$ cat src/rtl/core/bsi_div_cell.sv
// ----------------------------------------------------------------------------
// bsi_div_cell
// One restoring-division step on magnitudes: shift in a quotient bit.
// ----------------------------------------------------------------------------
module bsi_div_cell #(
  parameter int unsigned NW = 32,
  parameter int unsigned DW = 16
) (
  input  logic          clk,
  input  logic          en,
  input  logic [NW-1:0] num_i,
  input  logic [DW:0]   rem_i,
  input  logic [DW-1:0] den,
  output logic [NW-1:0] num_o,
  output logic [DW:0]   rem_o
);
  logic [DW+1:0] trial;
  logic [DW:0]   rem_nxt;
  logic [NW-1:0] num_nxt;

  // trial subtract of the shifted remainder
  always_comb begin
    trial   = {rem_i, num_i[NW-1]} - {2'b00, den};
    if (!trial[DW+1]) begin
      rem_nxt = trial[DW:0];
      num_nxt = {num_i[NW-2:0], 1'b1};
    end else begin
      rem_nxt = {rem_i[DW-1:0], num_i[NW-1]};
      num_nxt = {num_i[NW-2:0], 1'b0};
    end
  end

  always_ff @(posedge clk) begin
    if (en) begin
      num_o <= num_nxt;
      rem_o <= rem_nxt;
    end
  end
endmodule

$ cat src/rtl/core/bsi_div_chain.sv
// ----------------------------------------------------------------------------
// bsi_div_chain
// Pipelined unsigned divider: a row of division cells, one quotient bit each,
// with a side payload of SW bits travelling alongside.
// ----------------------------------------------------------------------------
module bsi_div_chain #(
  parameter int unsigned NW = 32,
  parameter int unsigned DW = 16,
  parameter int unsigned SW = 8
) (
  input  logic          clk,
  input  logic          rst_n,
  input  logic          en,
  input  logic [NW-1:0] num_i,
  input  logic [DW-1:0] den_i,
  input  logic [SW-1:0] side_i,
  output logic [NW-1:0] quo_o,
  output logic [SW-1:0] side_o
);
  logic [NW-1:0] num_q  [NW+1];
  logic [DW:0]   rem_q  [NW+1];
  logic [DW-1:0] den_q  [NW+1];
  logic [SW-1:0] side_q [NW+1];

  assign num_q[0]  = num_i;
  assign rem_q[0]  = '0;
  assign den_q[0]  = den_i;
  assign side_q[0] = side_i;

  // one cell per quotient bit
  for (genvar i = 0; i < NW; i++) begin : g_cell
    bsi_div_cell #(.NW(NW), .DW(DW)) u_cell (
      .clk   (clk),
      .en    (en),
      .num_i (num_q[i]),
      .rem_i (rem_q[i]),
      .den   (den_q[i]),
      .num_o (num_q[i+1]),
      .rem_o (rem_q[i+1])
    );
    // side payload is cleared at reset so its valid bit starts low
    always_ff @(posedge clk) begin
      if (!rst_n) side_q[i+1] <= '0;
      else if (en) side_q[i+1] <= side_q[i];
      if (en) den_q[i+1] <= den_q[i];
    end
  end

  assign quo_o  = num_q[NW];
  assign side_o = side_q[NW];
endmodule

$ cat config.mk
export PLATFORM = sky130hd
export DESIGN_NAME = bsi_div_chain
export DESIGN_NICKNAME = d
export VERILOG_FILES = /design/src/rtl/core/bsi_div_cell.sv /design/src/rtl/core/bsi_div_chain.sv
export SDC_FILE = /design/constraint.sdc
export NUM_CORES = 2
export LEC_CHECK = 0
export BUFFER_PORTS_ARGS = -buffer_cell sky130_fd_sc_hd__buf_2
export CORE_MARGIN = 2
export CORE_UTILIZATION = 60
export DETAILED_ROUTE_END_ITERATION = 8
export HOLD_SLACK_MARGIN = 0.05
export PLACE_DENSITY = 0.76
export SETUP_SLACK_MARGIN = 0.3
export SLEW_MARGIN = 10
export SYNTH_ARGS = -nofsm -noshare
export SYNTH_HDL_FRONTEND = slang
export SYNTH_SLANG_ARGS = --single-unit
$ cat constraint.sdc
create_clock -name clk -period 4.85 [get_ports clk]
set_clock_uncertainty 0.05 [all_clocks]
set_input_delay 0.2425 -clock clk [delete_from_list [all_inputs] [get_ports clk]]
set_output_delay 0.2425 -clock clk [all_outputs]
set_load 0.01 [all_outputs]
==> impl_metrics.ini <==
[status]
status = completed

[placement]
routabilityCongestion = 0.899
place_area_mm2 = 0.106
post-dp-hpwl_um = 116000
placed_cells_incl_taps = 9388
io_buffers = 98

[worst_setup_path]
critPathSlowestCell = xnor2_2
slowest_delay_ps = 830
path_cells = inv_1 > ha_1 > nor2b_1 > o21ai_0 > o21ai_1 > a41o_1 > o21ai_2 > xnor2_2 > mux2_2
path_max_fanout = 17
critPathCaptureType = flip-flop
crit_required_ps = 5380
startpoint_type = flip-flop
worstPathArrival_ps = 3990
path_class = reg2reg

[clock_network]
numCtsBuffers = 223
cts_resized = 0
cts_tree = done
h-tree-depth = 4
cts.sinks = 2303
cts.path.max_buffers = 3
clkSlewWorstSetupHoldPaths_ps = 60
cts_root_buf = clkbuf_16
clk_latency_ps = 850

[timing]
relSlewSlack_pct = 21.4
hold_viol = 0
fmax_ghz = 0.289
finalSetupViolCount = 0
rsz0062_at_grt = no
post-route-min-period_ps = 3460
slew_viol_final = 0
tightest_slew_ps = 1170
finalSetupTns_ps = 0
post-route-period-util_pct = 71.4

[power]
cellPowerDensity_mw_per_mm2 = 651
max-vdd-ir-drop_mv = 0.508
p_leak_nw = 44.8

[die]
core_region_area_mm2 = 0.169
dieArea_mm2 = 0.174
start_util_pct = 60.5
top_level_ports = 99
die_width_um = 417
die_h_um = 417
rows = 151

[routing]
route.detailed.wl_per_inst_um = 17.4
viasPerCell = 5.59
vias = 55400
drc = 0
dr.pass1.iters = 6
ant_nets = 0
drt_iter0_drc = 3813
wl_um = 173000

[yosys]
synthFlopType = edfxtp_1
synth_edf_count = 2047
ys.warnings.count = 0
ys_seq_area_share_pct = 65.0
async_flop_share_pct = 0
synth_cell_type_count = 91
synth_cells = 7160
ys_ff_latch = 2303
synth_area_mm2 = 0.103
synth_area_per_cell_um2 = 14.3

[layout]
stdcell_area_mm2 = 0.114
layout_common_cells = edfxtp_1, inv_1, ha_1, nor2b_1, nor2_1
layout_commonest_cell = edfxtp_1
utilization_pct = 67.5
areaGrowthSynthToFinish_pct = 11.6
final_nets = 8088
drive_gt1_share_pct = 12.1
n_antenna_cell = 0
multi_input_area_mm2 = 0.0329
instances_no_fill = 9915
fillers = 11400
seqCellArea_mm2 = 0.0666

[flow_run]
cap_violations = 0

[global_route]
grt_max_degree = 229
antenna_found_initial = 0
grt_pass1_wl_um = 283000
grt.overflow.total = 0
grt_pass1_vias = 55600
grt_usage_pct = 19.9

[worst_hold_path]
min_path_type = in2reg
-- critical path, delay by kind of cell (launching register included) --
family / cells / cell delay (ps)
mux: 1 / 430
buf+inv: 1 / 80
fa+ha+maj: 1 / 270
xor+xnor: 1 / 830
flops: 1 / 520
simple gates: 1 / 110
compound gates: 4 / 910
-- per-layer routing --
layer	GRT usage [%]	part of all wire, %
met2	33.4	48
met4	6.41	2.7
met5	0	0
met3	3.27	4.3
met1	26.6	45
-- power breakdown --
part	switching [mW]	total, mW	leakage [nW]	internal [mW]
registers	2.01	29.1	22.1	27.1
clock network	7.25	17.3	3.66	10.1
logic	14.4	28.0	19.1	13.6
-- worst paths after layout --
path,startpoint,end,slack [ps],cells past startpoint
max,den_q[225],g_cell[18].u_cell.rem_o[12],1390,9
max reg2reg,den_q[225],g_cell[18].u_cell.rem_o[12],1390,9
min reg2reg,g_cell[16].u_cell.num_o[3],g_cell[17].u_cell.num_o[4],350,0
min,side_i[1],side_q[249],180,4
-- flip-flops by register name, summed over array words and instances (netlist names) --
register	flops
den_q	496
g_cell.u_cell.rem_o	527
g_cell.u_cell.num_o	1024
side_q	248
side_o	8
-- what timing repair did --
action                    CTS  global route
hold endpoints to repair  181             0
hold buffers              107             0
setup buffers               0             0
-- area by class of cell --
type | count | share of cell area, %
Tap cell | 2218 | 2.43
Inverter | 593 | 1.95
Clock buffer | 311 | 5.54
Sequential cell | 2303 | 58.2
Clock inverter | 109 | 1.04
Multi-Input combinational cell | 4110 | 28.8
Timing Repair Buffer | 271 | 2.04
-- through the flow --
stage                     power, mW  setup WS [ps]  hold WS, ps
after detailed placement       57.0           1430          355
after global routing           78.9           1210          144
after global placement         56.2           1480          350
final                          74.4           1390          180
after floorplan                51.6           2050          291
after CTS                      74.8           1380         98.2
-- cell families after synthesis --
group,after synthesis,synth area share [%]
compound gates,1317,8.76
other cells,1,0.00366
flops,2303,65.0
xor+xnor,399,3.75
simple gates,1225,6.06
mux,634,6.81
buf+inv,754,3.00
fa+ha+maj,527,6.65
-- synthesized netlist by cell type, types with 17 or more instances --
library cell  number  area share, %
nand2_1          241           0.88
a31oi_1           80           0.49
edfxtp_1        2047             60
o21a_1           120           0.88
dfxtp_1          256            5.0
mux2_4            61           0.89
o211ai_2          19           0.23
mux2i_1          311            3.0
o211ai_1          17           0.12
mux2_2           250            2.7
nand3_1           47           0.23
buf_2             30           0.15
clkbuf_1          70           0.26
a21o_1           213            1.6
nand2b_1          45           0.27
fa_1              30           0.59
a21oi_1          305            1.5
buf_6             22           0.24
o21ai_0          248            1.2
nand4_1           60           0.37
a211o_1           40           0.34
and2_1            24           0.15
o31a_1            35           0.30
inv_1            589            2.2
buf_1             27          0.099
ha_1             497            6.1
nor3_1            64           0.31
o21bai_1          39           0.29
xor2_1           134            1.1
a211oi_1          46           0.34
o41ai_1           21           0.18
nor2_1           330            1.2
xnor2_1          245            2.1
nor2b_1          348            2.1
Note: power is estimated with default switching activity, not from simulation.
